==> src/hw/rtl/assert_macros.svh <==
// ----------------------------------------------------------------------------
// Assertion macros
// Shared concurrent assertion forms for the cook controller RTL.
// ----------------------------------------------------------------------------
`ifndef ASSERT_MACROS_SVH
`define ASSERT_MACROS_SVH

// same-cycle implication
`define OCC_ASSERT_IMP(lbl, ck, rn, ante, cons) \
  lbl: assert property (@(posedge ck) disable iff (!(rn)) (ante) |-> (cons)) \
    else $error("assertion failed");

// next-cycle implication
`define OCC_ASSERT_NXT(lbl, ck, rn, ante, cons) \
  lbl: assert property (@(posedge ck) disable iff (!(rn)) (ante) |=> (cons)) \
    else $error("assertion failed");

`endif

==> src/hw/rtl/occ_pkg.sv <==
// ----------------------------------------------------------------------------
// occ_pkg
// Types and codes shared by the cook controller modules.
// ----------------------------------------------------------------------------
package occ_pkg;

  localparam int POT_W     = 10;
  localparam int TEMP_W    = 10;
  localparam int SET_W     = 9;
  localparam int CD_W      = 10;
  localparam int TICK_W    = 16;
  localparam int LPT_W     = 8;
  localparam int LED_BAR_W = 8;
  localparam int CFG_IDX_W = 2;
  localparam int CFG_DAT_W = 10;

  // event kinds
  localparam logic [1:0] KIND_POT   = 2'd0;
  localparam logic [1:0] KIND_BTN   = 2'd1;
  localparam logic [1:0] KIND_HALF  = 2'd2;
  localparam logic [1:0] KIND_FIFTH = 2'd3;

  // button edges
  localparam logic [1:0] BTN3_DOWN = 2'd0;
  localparam logic [1:0] BTN3_UP   = 2'd1;
  localparam logic [1:0] BTN4_DOWN = 2'd2;
  localparam logic [1:0] BTN4_UP   = 2'd3;

  // machine states
  localparam logic [2:0] PH_RESET  = 3'd0;
  localparam logic [2:0] PH_SETUP  = 3'd1;
  localparam logic [2:0] PH_COUNT  = 3'd2;
  localparam logic [2:0] PH_CANCEL = 3'd3;
  localparam logic [2:0] PH_SELECT = 3'd4;

  // cook modes
  localparam logic [1:0] MODE_BAKE  = 2'd0;
  localparam logic [1:0] MODE_TOAST = 2'd1;
  localparam logic [1:0] MODE_BROIL = 2'd2;

  // configuration register indexes
  localparam logic [CFG_IDX_W-1:0] CFG_DEFAULT_TEMP = 2'd0;
  localparam logic [CFG_IDX_W-1:0] CFG_BROIL_TEMP   = 2'd1;
  localparam logic [CFG_IDX_W-1:0] CFG_TEMP_OFFSET  = 2'd2;
  localparam logic [CFG_IDX_W-1:0] CFG_LONG_PRESS   = 2'd3;

  // configuration reset values
  localparam logic [TEMP_W-1:0] DEFAULT_TEMP_RST = 10'd300;
  localparam logic [TEMP_W-1:0] BROIL_TEMP_RST   = 10'd500;
  localparam logic [TEMP_W-1:0] TEMP_OFFSET_RST  = 10'd300;
  localparam logic [LPT_W-1:0]  LONG_PRESS_RST   = 8'd5;

  typedef struct packed {
    logic [1:0]       kind;
    logic [POT_W-1:0] pot_value;
    logic [1:0]       button_code;
  } in_item_t;

  typedef struct packed {
    logic [2:0]           machine_state;
    logic [1:0]           cook_mode;
    logic                 selector_is_temp;
    logic [TEMP_W-1:0]    temperature;
    logic [SET_W-1:0]     set_seconds;
    logic [CD_W-1:0]      half_seconds_left;
    logic                 heater_on;
    logic [LED_BAR_W-1:0] led_bar;
  } out_item_t;

  // controller -> datapath
  typedef struct packed {
    logic latch;
    logic exec;
    logic div_start;
    logic led_load;
    logic check;
    logic publish;
  } ctrl_cmd_t;

  // datapath -> controller
  typedef struct packed {
    logic div_needed;
    logic div_done;
    logic out_free;
  } dp_status_t;

endpackage

==> src/hw/rtl/occ_stream_if.sv <==
// ----------------------------------------------------------------------------
// occ_stream_if
// Valid/ready channel carrying one payload item per transfer.
// ----------------------------------------------------------------------------
interface occ_stream_if #(
  parameter type payload_t = logic
);
  logic     valid;
  logic     ready;
  payload_t data;

  modport source (output valid, output data, input ready);
  modport sink   (input valid, input data, output ready);
endinterface

==> src/hw/rtl/occ_div.sv <==
// ----------------------------------------------------------------------------
// occ_div
// Restoring divider, one quotient bit per cycle, done pulse at the end.
// ----------------------------------------------------------------------------
module occ_div #(
  parameter int NUM_W = 14,
  parameter int DEN_W = 9
) (
  input  logic             clk,
  input  logic             rst_n,
  input  logic             start,
  input  logic [NUM_W-1:0] num,
  input  logic [DEN_W-1:0] den,
  output logic             done,
  output logic [NUM_W-1:0] quo
);

  localparam int CNT_W = (NUM_W > 1) ? $clog2(NUM_W) : 1;

  logic [NUM_W-1:0] quo_r, quo_nxt;
  logic [DEN_W-1:0] rem_r, rem_nxt;
  logic [DEN_W-1:0] den_r, den_nxt;
  logic [CNT_W-1:0] cnt_r, cnt_nxt;
  logic             busy_r, busy_nxt;
  logic             done_r, done_nxt;
  logic [DEN_W:0]   trial;
  logic             fits;

  assign trial = {rem_r, quo_r[NUM_W-1]};
  assign fits  = (trial >= {1'b0, den_r});

  always_comb begin
    quo_nxt  = quo_r;
    rem_nxt  = rem_r;
    den_nxt  = den_r;
    cnt_nxt  = cnt_r;
    busy_nxt = busy_r;
    done_nxt = 1'b0;
    if (start) begin
      quo_nxt  = num;
      rem_nxt  = '0;
      den_nxt  = den;
      cnt_nxt  = '0;
      busy_nxt = 1'b1;
    end else if (busy_r) begin
      rem_nxt = fits ? DEN_W'(trial - {1'b0, den_r}) : DEN_W'(trial);
      quo_nxt = {quo_r[NUM_W-2:0], fits};
      cnt_nxt = cnt_r + CNT_W'(1);
      if (cnt_r == CNT_W'(NUM_W - 1)) begin
        busy_nxt = 1'b0;
        done_nxt = 1'b1;
      end
    end
  end

  always_ff @(posedge clk) begin
    if (!rst_n) begin
      busy_r <= 1'b0;
      done_r <= 1'b0;
      cnt_r  <= '0;
    end else begin
      busy_r <= busy_nxt;
      done_r <= done_nxt;
      cnt_r  <= cnt_nxt;
    end
    quo_r <= quo_nxt;
    rem_r <= rem_nxt;
    den_r <= den_nxt;
  end

  assign done = done_r;
  assign quo  = quo_r;

endmodule

==> src/hw/rtl/occ_ctrl.sv <==
// ----------------------------------------------------------------------------
// occ_ctrl
// Sequencer: accept, apply event, optional LED divide, hold check, publish.
// ----------------------------------------------------------------------------
module occ_ctrl (
  input  logic               clk,
  input  logic               rst_n,
  input  logic               in_valid,
  output logic               in_ready,
  input  occ_pkg::dp_status_t sts,
  output occ_pkg::ctrl_cmd_t  cmd
);

  typedef enum logic [2:0] {
    S_IDLE,
    S_EXEC,
    S_DIV,
    S_CHECK,
    S_PUB
  } state_t;

  state_t state_r, state_nxt;

  always_comb begin
    state_nxt = state_r;
    cmd       = '0;
    in_ready  = 1'b0;
    case (state_r)
      S_IDLE: begin
        in_ready  = 1'b1;
        cmd.latch = in_valid;
        if (in_valid) state_nxt = S_EXEC;
      end
      S_EXEC: begin
        cmd.exec      = 1'b1;
        cmd.div_start = sts.div_needed;
        state_nxt     = sts.div_needed ? S_DIV : S_CHECK;
      end
      S_DIV: begin
        if (sts.div_done) begin
          cmd.led_load = 1'b1;
          state_nxt    = S_CHECK;
        end
      end
      S_CHECK: begin
        cmd.check = 1'b1;
        state_nxt = S_PUB;
      end
      S_PUB: begin
        if (sts.out_free) begin
          cmd.publish = 1'b1;
          state_nxt   = S_IDLE;
        end
      end
      default: state_nxt = S_IDLE;
    endcase
  end

  always_ff @(posedge clk) begin
    if (!rst_n) begin
      state_r <= S_IDLE;
    end else begin
      state_r <= state_nxt;
    end
  end

endmodule

==> src/hw/rtl/occ_dp.sv <==
// ----------------------------------------------------------------------------
// occ_dp
// Cook state registers, event update logic, LED divider and result register.
// ----------------------------------------------------------------------------
module occ_dp #(
  parameter int LED_COUNT = 8
) (
  input  logic                                clk,
  input  logic                                rst_n,
  input  occ_pkg::in_item_t                   in_data,
  input  occ_pkg::ctrl_cmd_t                  cmd,
  output occ_pkg::dp_status_t                 sts,
  input  logic                                cfg_we,
  input  logic [occ_pkg::CFG_IDX_W-1:0]       cfg_idx,
  input  logic [occ_pkg::CFG_DAT_W-1:0]       cfg_wdata,
  input  logic                                out_ready,
  output logic                                out_valid,
  output occ_pkg::out_item_t                  out_data
);

  localparam int LVL_W = $clog2(LED_COUNT + 1);
  localparam int NUM_W = occ_pkg::CD_W + LVL_W;
  localparam int TW    = occ_pkg::TEMP_W;
  localparam int SW    = occ_pkg::SET_W;
  localparam int CW    = occ_pkg::CD_W;
  localparam int KW    = occ_pkg::TICK_W;

  // configuration
  logic [TW-1:0]               def_temp_r, broil_temp_r, offset_r;
  logic [occ_pkg::LPT_W-1:0]   lpt_r;

  // cook state
  occ_pkg::in_item_t           ev_r, ev_nxt;
  logic [2:0]                  phase_r, phase_nxt;
  logic [1:0]                  mode_r, mode_nxt;
  logic                        sel_r, sel_nxt;
  logic [TW-1:0]               temp_r, temp_nxt;
  logic [SW-1:0]               set_r, set_nxt;
  logic [CW-1:0]               cd_r, cd_nxt;
  logic                        heat_r, heat_nxt;
  logic [KW-1:0]               tick_r, tick_nxt;
  logic [KW-1:0]               press_r, press_nxt;
  logic [occ_pkg::LED_BAR_W-1:0] led_r, led_nxt;
  logic [occ_pkg::POT_W-1:0]   pot_r, pot_nxt;

  logic                        out_valid_r;
  occ_pkg::out_item_t          out_r;

  logic [2:0]                  phase_n;
  logic [1:0]                  mode_n;
  logic                        held_long;
  logic                        go_reset;
  logic                        sel_tmp;
  logic                        in_count;
  logic [CW-1:0]               cd_dec;
  logic [NUM_W-1:0]            div_num;
  logic [NUM_W-1:0]            div_quo;
  logic                        div_done;
  logic [LVL_W-1:0]            lvl;

  function automatic logic [TW-1:0] pot_to_temp(input logic [occ_pkg::POT_W-1:0] pot,
                                                input logic [TW-1:0] offs);
    logic [TW:0] sum;
    sum = (TW+1)'(pot[occ_pkg::POT_W-1:2]) + (TW+1)'(offs);
    return sum[TW] ? '1 : sum[TW-1:0];
  endfunction

  function automatic logic [SW-1:0] pot_to_time(input logic [occ_pkg::POT_W-1:0] pot);
    return SW'(pot[occ_pkg::POT_W-1:2]) + SW'(1);
  endfunction

  // invalid codes fold to setup / bake
  assign phase_n = (phase_r == occ_pkg::PH_RESET || phase_r > occ_pkg::PH_SELECT)
                   ? occ_pkg::PH_SETUP : phase_r;
  assign mode_n  = (mode_r > occ_pkg::MODE_BROIL) ? occ_pkg::MODE_BAKE : mode_r;

  assign held_long = (KW'(tick_r - press_r) >= KW'(lpt_r));
  assign in_count  = (phase_n == occ_pkg::PH_COUNT) || (phase_n == occ_pkg::PH_CANCEL);
  assign cd_dec    = cd_r - CW'(1);
  assign div_num   = NUM_W'(cd_dec) * NUM_W'(LED_COUNT);

  assign sts.div_needed = (ev_r.kind == occ_pkg::KIND_HALF) && in_count && (cd_r != '0);
  assign sts.div_done   = div_done;
  assign sts.out_free   = !out_valid_r || out_ready;

  occ_div #(
    .NUM_W (NUM_W),
    .DEN_W (SW)
  ) u_div (
    .clk   (clk),
    .rst_n (rst_n),
    .start (cmd.div_start),
    .num   (div_num),
    .den   (set_r),
    .done  (div_done),
    .quo   (div_quo)
  );

  // min(quotient + 1, LED_COUNT); zero set time gives the full bar
  always_comb begin
    if (set_r == '0 || div_quo >= NUM_W'(LED_COUNT)) begin
      lvl = LVL_W'(LED_COUNT);
    end else begin
      lvl = LVL_W'(div_quo) + LVL_W'(1);
    end
  end

  always_comb begin
    ev_nxt    = ev_r;
    phase_nxt = phase_r;
    mode_nxt  = mode_r;
    sel_nxt   = sel_r;
    temp_nxt  = temp_r;
    set_nxt   = set_r;
    cd_nxt    = cd_r;
    heat_nxt  = heat_r;
    tick_nxt  = tick_r;
    press_nxt = press_r;
    led_nxt   = led_r;
    pot_nxt   = pot_r;
    go_reset  = 1'b0;
    sel_tmp   = sel_r;

    if (cmd.latch) ev_nxt = in_data;

    if (cmd.exec) begin
      phase_nxt = phase_n;
      mode_nxt  = mode_n;
      case (ev_r.kind)
        occ_pkg::KIND_POT: begin
          pot_nxt = ev_r.pot_value;
          if (phase_n == occ_pkg::PH_SETUP) begin
            if (sel_r) temp_nxt = pot_to_temp(ev_r.pot_value, offset_r);
            else       set_nxt  = pot_to_time(ev_r.pot_value);
          end
        end
        occ_pkg::KIND_FIFTH: begin
          tick_nxt = tick_r + KW'(1);
        end
        occ_pkg::KIND_HALF: begin
          if (in_count) begin
            if (cd_r == '0) go_reset = 1'b1;
            else            cd_nxt   = cd_dec;
          end
        end
        default: begin
          case (phase_n)
            occ_pkg::PH_SETUP: begin
              if (ev_r.button_code == occ_pkg::BTN4_DOWN) begin
                cd_nxt    = {set_r, 1'b0};
                heat_nxt  = 1'b1;
                phase_nxt = occ_pkg::PH_COUNT;
              end else if (ev_r.button_code == occ_pkg::BTN3_DOWN) begin
                press_nxt = tick_r;
                phase_nxt = occ_pkg::PH_SELECT;
              end
            end
            occ_pkg::PH_SELECT: begin
              if (ev_r.button_code == occ_pkg::BTN3_UP) begin
                if (!held_long) begin
                  // short press: next mode
                  case (mode_n)
                    occ_pkg::MODE_BAKE: begin
                      mode_nxt = occ_pkg::MODE_TOAST;
                      temp_nxt = '0;
                    end
                    occ_pkg::MODE_TOAST: begin
                      mode_nxt = occ_pkg::MODE_BROIL;
                      temp_nxt = broil_temp_r;
                    end
                    default: begin
                      mode_nxt = occ_pkg::MODE_BAKE;
                      temp_nxt = def_temp_r;
                    end
                  endcase
                  set_nxt = '0;
                  sel_nxt = 1'b0;
                end else begin
                  // long press: flip selector (bake only), reload target
                  if (mode_n == occ_pkg::MODE_BAKE) begin
                    sel_tmp = ~sel_r;
                    if (sel_tmp) temp_nxt = pot_to_temp(pot_r, offset_r);
                  end
                  if (!sel_tmp) set_nxt = pot_to_time(pot_r);
                  sel_nxt = sel_tmp;
                end
                phase_nxt = occ_pkg::PH_SETUP;
              end
            end
            occ_pkg::PH_COUNT: begin
              if (ev_r.button_code == occ_pkg::BTN4_DOWN) begin
                press_nxt = tick_r;
                phase_nxt = occ_pkg::PH_CANCEL;
              end
            end
            occ_pkg::PH_CANCEL: begin
              if (ev_r.button_code == occ_pkg::BTN4_UP) phase_nxt = occ_pkg::PH_COUNT;
            end
            default: ;
          endcase
        end
      endcase
    end

    if (cmd.led_load) begin
      if (32'(lvl) >= occ_pkg::LED_BAR_W) led_nxt = '1;
      else                                led_nxt = ~({occ_pkg::LED_BAR_W{1'b1}} >> lvl);
    end

    if (cmd.check && phase_r == occ_pkg::PH_CANCEL && held_long) go_reset = 1'b1;

    if (go_reset) begin
      sel_nxt   = 1'b0;
      temp_nxt  = def_temp_r;
      heat_nxt  = 1'b0;
      set_nxt   = SW'(1);
      led_nxt   = '0;
      phase_nxt = occ_pkg::PH_SETUP;
    end
  end

  always_ff @(posedge clk) begin
    if (!rst_n) begin
      def_temp_r   <= occ_pkg::DEFAULT_TEMP_RST;
      broil_temp_r <= occ_pkg::BROIL_TEMP_RST;
      offset_r     <= occ_pkg::TEMP_OFFSET_RST;
      lpt_r        <= occ_pkg::LONG_PRESS_RST;
      phase_r      <= occ_pkg::PH_SETUP;
      mode_r       <= occ_pkg::MODE_BAKE;
      sel_r        <= 1'b0;
      temp_r       <= occ_pkg::DEFAULT_TEMP_RST;
      set_r        <= '0;
      cd_r         <= '0;
      heat_r       <= 1'b0;
      tick_r       <= '0;
      press_r      <= '0;
      led_r        <= '0;
      pot_r        <= '0;
      out_valid_r  <= 1'b0;
    end else begin
      if (cfg_we) begin
        case (cfg_idx)
          occ_pkg::CFG_DEFAULT_TEMP: def_temp_r   <= cfg_wdata;
          occ_pkg::CFG_BROIL_TEMP:   broil_temp_r <= cfg_wdata;
          occ_pkg::CFG_TEMP_OFFSET:  offset_r     <= cfg_wdata;
          occ_pkg::CFG_LONG_PRESS:   lpt_r        <= cfg_wdata[occ_pkg::LPT_W-1:0];
          default: ;
        endcase
      end
      phase_r <= phase_nxt;
      mode_r  <= mode_nxt;
      sel_r   <= sel_nxt;
      temp_r  <= temp_nxt;
      set_r   <= set_nxt;
      cd_r    <= cd_nxt;
      heat_r  <= heat_nxt;
      tick_r  <= tick_nxt;
      press_r <= press_nxt;
      led_r   <= led_nxt;
      pot_r   <= pot_nxt;
      if (cmd.publish)    out_valid_r <= 1'b1;
      else if (out_ready) out_valid_r <= 1'b0;
    end
    ev_r <= ev_nxt;
    if (cmd.publish) begin
      out_r.machine_state     <= phase_r;
      out_r.cook_mode         <= mode_r;
      out_r.selector_is_temp  <= sel_r;
      out_r.temperature       <= temp_r;
      out_r.set_seconds       <= set_r;
      out_r.half_seconds_left <= cd_r;
      out_r.heater_on         <= heat_r;
      out_r.led_bar           <= led_r;
    end
  end

  assign out_valid = out_valid_r;
  assign out_data  = out_r;

endmodule

==> src/hw/rtl/oven_cook_controller.sv <==
// ----------------------------------------------------------------------------
// oven_cook_controller
// Event-driven cook controller for a small countertop oven.
// ----------------------------------------------------------------------------
// Usage:
//   in_ch  : one event per transfer (pot sample, button edge, half-second
//            tick, fifth-second tick). Every event gives exactly one result.
//   out_ch : snapshot of the controller after the event (state, mode,
//            selector, temperature, set time, countdown, heater, LED bar).
//   cfg_*  : write-only register port (default temp, broil temp, temp
//            offset, long-press ticks); write only while the block is idle.
// Flow: each event is latched, applied, hold-checked and then published
//   into the result register. A half-second tick that decrements the
//   countdown also runs the LED divider, one quotient bit per cycle,
//   between the apply and hold-check steps.
// Handshake: one event at a time; in_ch.ready is high only while the
//   sequencer is idle. A finished result sits in the output register,
//   so the next event is taken while out_ch is stalled; that event then
//   waits in the publish step until the output register is taken.
// Reset: synchronous, active low. Setup state, bake mode, time selector,
//   temperature 300, zero set time and countdown, heater off, LEDs dark.
// ----------------------------------------------------------------------------
`include "assert_macros.svh"

module oven_cook_controller #(
  parameter int LED_COUNT = 8
) (
  input  logic                          clk,
  input  logic                          rst_n,
  occ_stream_if.sink                    in_ch,
  occ_stream_if.source                  out_ch,
  input  logic                          cfg_we,
  input  logic [occ_pkg::CFG_IDX_W-1:0] cfg_idx,
  input  logic [occ_pkg::CFG_DAT_W-1:0] cfg_wdata
);

  occ_pkg::ctrl_cmd_t  cmd;
  occ_pkg::dp_status_t sts;
  occ_pkg::in_item_t   in_item;
  occ_pkg::out_item_t  out_item;
  logic                in_ready;
  logic                out_valid;

  assign in_item      = in_ch.data;
  assign in_ch.ready  = in_ready;
  assign out_ch.valid = out_valid;
  assign out_ch.data  = out_item;

  // sequencer
  occ_ctrl u_ctrl (
    .clk      (clk),
    .rst_n    (rst_n),
    .in_valid (in_ch.valid),
    .in_ready (in_ready),
    .sts      (sts),
    .cmd      (cmd)
  );

  // cook state, LED divider, result register
  occ_dp #(
    .LED_COUNT (LED_COUNT)
  ) u_dp (
    .clk       (clk),
    .rst_n     (rst_n),
    .in_data   (in_item),
    .cmd       (cmd),
    .sts       (sts),
    .cfg_we    (cfg_we),
    .cfg_idx   (cfg_idx),
    .cfg_wdata (cfg_wdata),
    .out_ready (out_ch.ready),
    .out_valid (out_valid),
    .out_data  (out_item)
  );

  // one event in flight: no transfer right after a transfer
  `OCC_ASSERT_NXT(a_one_in_flight, clk, rst_n, in_ch.valid && in_ready, !in_ready)

  // heater only runs while counting down or waiting on a cancel hold
  `OCC_ASSERT_IMP(a_heater_state, clk, rst_n, out_valid && out_item.heater_on,
    out_item.machine_state == occ_pkg::PH_COUNT ||
    out_item.machine_state == occ_pkg::PH_CANCEL)

  // LED bar is a thermometer from the top bit down
  `OCC_ASSERT_IMP(a_led_thermo, clk, rst_n, out_valid,
    ((~out_item.led_bar) & ((~out_item.led_bar) + 8'd1)) == 8'd0)

  // publish never overwrites a result still waiting
  `OCC_ASSERT_IMP(a_no_overwrite, clk, rst_n, cmd.publish, !out_valid || out_ch.ready)

endmodule
==> src/flat_wrapper.sv <==
// flat-port wrapper written by rule: the top's interface ports become plain ports
module oven_cook_controller_flat 
#(
  parameter int LED_COUNT = 8
)
  (clk, rst_n, cfg_we, cfg_idx, cfg_wdata, in_ch_valid, in_ch_data, in_ch_ready, out_ch_valid, out_ch_data, out_ch_ready);
  occ_stream_if in_ch_i ();
  occ_stream_if out_ch_i ();
  input  logic clk;
  input  logic rst_n;
  input  logic cfg_we;
  input  logic [occ_pkg::CFG_IDX_W-1:0] cfg_idx;
  input  logic [occ_pkg::CFG_DAT_W-1:0] cfg_wdata;
  input wire logic [$bits(in_ch_i.valid)-1:0] in_ch_valid;
  input wire logic [$bits(in_ch_i.data)-1:0] in_ch_data;
  output wire logic [$bits(in_ch_i.ready)-1:0] in_ch_ready;
  output wire logic [$bits(out_ch_i.valid)-1:0] out_ch_valid;
  output wire logic [$bits(out_ch_i.data)-1:0] out_ch_data;
  input wire logic [$bits(out_ch_i.ready)-1:0] out_ch_ready;
  assign in_ch_i.valid = in_ch_valid;
  assign in_ch_i.data = in_ch_data;
  assign in_ch_ready = in_ch_i.ready;
  assign out_ch_valid = out_ch_i.valid;
  assign out_ch_data = out_ch_i.data;
  assign out_ch_i.ready = out_ch_ready;
  oven_cook_controller #(.LED_COUNT(LED_COUNT)) u_core (.clk(clk), .rst_n(rst_n), .in_ch(in_ch_i), .out_ch(out_ch_i), .cfg_we(cfg_we), .cfg_idx(cfg_idx), .cfg_wdata(cfg_wdata));
endmodule
==> config.mk <==
export PLATFORM = sky130hd
export DESIGN_NAME = oven_cook_controller_flat
export DESIGN_NICKNAME = d
export VERILOG_FILES = /design/src/hw/rtl/occ_pkg.sv /design/src/hw/rtl/occ_stream_if.sv /design/src/hw/rtl/occ_div.sv /design/src/hw/rtl/occ_ctrl.sv /design/src/hw/rtl/occ_dp.sv /design/src/hw/rtl/oven_cook_controller.sv /design/src/flat_wrapper.sv
export VERILOG_INCLUDE_DIRS = /design/src /design/src/hw/rtl
export SDC_FILE = /design/constraint.sdc
export NUM_CORES = 1
export LEC_CHECK = 0
export BUFFER_PORTS_ARGS = -buffer_cell sky130_fd_sc_hd__clkbuf_2
export CORE_AREA = 8 8 45 47
export DETAILED_ROUTE_END_ITERATION = 12
export DIE_AREA = 0 0 53 55
export PLACE_DENSITY_LB_ADDON = 0.2
export SYNTH_ARGS = -nofsm -noshare
export SYNTH_HDL_FRONTEND = slang
export SYNTH_SLANG_ARGS = --single-unit
==> constraint.sdc <==
create_clock -name clk -period 1.33 [get_ports clk]
set_input_delay 0.0665 -clock clk [delete_from_list [all_inputs] [get_ports clk]]
set_output_delay 0.0665 -clock clk [all_outputs]
set_load 0.03 [all_outputs]
==> results.md <==
- DR vias: 350
- WP buf/inv: 2
- ANT cells: 0
- Final ANT Viol Nets: 0
- #FFs+latches synth: 12
- Ys flop type: dfxtp_1
- Worst hold path type: in -> reg
- Port Buffers: 6
- CP peak stage delay: ~0.32 ns
- Post-CTS Repair Setup Buffers: 0
- Syn Area/Cell: 10.6 µm²
- Placer Congestion: 0.637
- Final nets: 79
- Sw Ratio: around a quarter
- Leak pwr: between 0.2 and 0.25 nW
- DR pass1 iterations: 4
- Final hold vios: 0
- Final worst clock skew: around 0.0053 ns
- Layout cell share with drive strength beyond 1: 25.9%
- Cell Area, Synth: about 500 µm²
- Slew headroom: 82.5%
- Crit. End Element: output port
- Post-Route Setup TNS: 0 ns
- Full die area: 2920 µm²
- Initial antenna violation count: 0
- Top cells by area, synth: dfxtp_1, edfxtp_1, ha_1
- Cts bufs inserted: 3
- Number of global-route vias before repair: 339
- Clock transition at path regs: 0.07 ns
- Total GRT Usage: 6.41%
- Latest clock arrival within the worst-skew pair: 0.27 ns
- RSZ-0062 raised after global routing: no
- Drt wl/cell: 10.3 µm
- Reg power frac: between 50 and 60%
- CTS tree: yes
- Cell row count: 14
- P_sw: 0.197 mW
- Die W: 53 µm
- Peak VDD IR: around 0.46 mV
- Syn_nets: between 60 and 70
- Pre-CTS setup slack: 0.119 ns
- Clock Sinks: 12
- Arrival @ worst endpoint: 1.14 ns
- CP max-delay cell: dfxtp_1
- WL final: approximately 760 µm
- Maximum clock rate: 827 MHz
- Cell count after placement: 70
- Largest net degree at the start of global routing: 8
- Worst-path cell chain: buf_4 > nor3_1 > clkbuf_2
- Delay-heaviest family, CP: buffers and inverters
- Die span in y: roughly 55 µm
- Ys Warns: 0
- Top post-synthesis cells by count: dfxtp_1, nand2b_1, nor2_1
- Post-synthesis sequential area ratio: 50.0%
- Htree depth: 1
- Yosys top cell by area: dfxtp_1
- Worst Max-Slew Pin Slew: ~0.26 ns
- DRC viols: 0
- Post-cts repair resize count: 0
- Setup ws final: 0.120 ns
- Final worst path period need: 1.21 ns
- Total congestion overflow: 0
- Startpoint types: register
- Starting Density: 36.2%
- CP Data Required Time: 1.26 ns
- Max-slew violation total from the final report: 0
- Core Area: 1380 µm²
- Gate power share: 17.7%
- Num ports: 21
- Filler cells: 142
- First-pass GRT wire length: 1360 µm
- EDFF count, synth: 1
- Top-count cell post-synth: dfxtp_1
- Post-Syn Instances: 47
- Cell Pwr Density: 1280 nW/µm²
- Worst hold slack: 0.0997 ns
- Top cell type's share of synthesized area: between 40% and 50%
- Pint: 0.555 mW
- Hold_buf cts: 0
- Crit path kind: reg -> out
- Period utilization: 90.9%
- CTS max path bufs: 2
- Status: finished, final reports clean
- Setup-failing EPs final: 0
- DR iter-0 viols: 7
- Via density: 4.73
- DPL Wire Length: 577 µm
- Worst-path fanout max: 6
- Final std cells w/o fill: 74
- Syn-to-layout area delta: 17.3%
- Clock Power Share: 30.5%
- Root Buffer: clkbuf_4
- Max Cap Viol: 0
- FFs w/ async S/R, synth: 0%
- Yosys cell types: 23
[layout by cell type, fill, tap and decap left out, types with 3 or more instances in the layout]
| master | count |
|---|---|
| clkbuf_2 | 6 |
| dfxtp_1 | 11 |
| nor2_1 | 4 |
| clkbuf_4 | 3 |
| nand2b_1 | 4 |
[per-stage QoR]
step / utilization (%) / power, mW / instance area [µm²]
floorplan: - / 0.483 / 500
global placement: 40.5 / 0.533 / 561
detailed placement: 40.5 / 0.533 / 561
CTS: 42.4 / 0.769 / 587
global route: 42.4 / 0.803 / 587
finish: 42.4 / 0.752 / 587
[state kept, by name (all words and copies together) (netlist names)]
name,cells
u_core.u_ctrl.state_r,3
u_core.u_dp.led_r,1
u_core.u_dp.out_data,1
u_core.u_dp.out_valid,1
u_core.u_dp.u_div.busy_r,1
u_core.u_dp.u_div.cnt_r,4
u_core.u_dp.u_div.done,1
[final cells by class]
| cell class | instances | area (µm²) | area share (%) |
|---|---|---|---|
| sequential | 12 | 250 | 42.6 |
| multi-input combinational | 32 | 238 | 40.5 |
| timing repair buffer | 8 | 45.0 | 7.68 |
| clock buffer | 4 | 26.3 | 4.48 |
| tap | 16 | 20.0 | 3.41 |
| inverter | 2 | 7.51 | 1.28 |
[logic make-up (layout without fill, tap and decap cells)]
group,Yosys count,after routing,synth area share (%)
and+or+nand+nor,20,20,24.2
DFF,12,12,50.0
AOI/OAI and AO/OA,7,7,12.7
buffers and inverters,3,14,2.50
adders and majority gates,2,2,5.00
xor gates and xnor gates,2,2,3.50
muxes,1,1,2.00
[power by group through the flow]
stage | Clock (mW) | Sequential (mW) | Combinational [mW]
3_5_place_dp | 0 | 0.400 | 0.134
2_1_floorplan | 0 | 0.413 | 0.0698
3_3_place_gp | 0 | 0.399 | 0.134
5_1_grt | 0.266 | 0.394 | 0.143
6_report | 0.229 | 0.390 | 0.133
4_1_cts | 0.244 | 0.391 | 0.134
[metal layers]
metal  track usage (%)  vias up  routed length (µm)
li1                  -      185                   -
met1              6.90      158                 380
met2              9.38        7                 333
met3              3.21        0                  51
met4              5.17        0                   0
met5                 0        -                   0
[worst reg2reg max path: stages (launching register included)]
cell	delay [ns]
dfxtp_1	0.37
or3b_4	0.42
nor2b_1	0.13
[final timing paths]
check / start / to / slack, ns / cells after the start
worst max-delay path: u_core.u_ctrl.state_r[0] / in_ch_ready / 0.12 / 3
worst min-delay path: rst_n / u_core.u_dp.led_r[0] / 0.1 / 2
worst max register to register: u_core.u_ctrl.state_r[2] / u_core.u_dp.out_data[0] / 0.12 / 2
worst min register to register: u_core.u_dp.led_r[0] / u_core.u_dp.out_data[0] / 0.44 / 0
No activity file was read; power rests on OpenSTA's default activity.
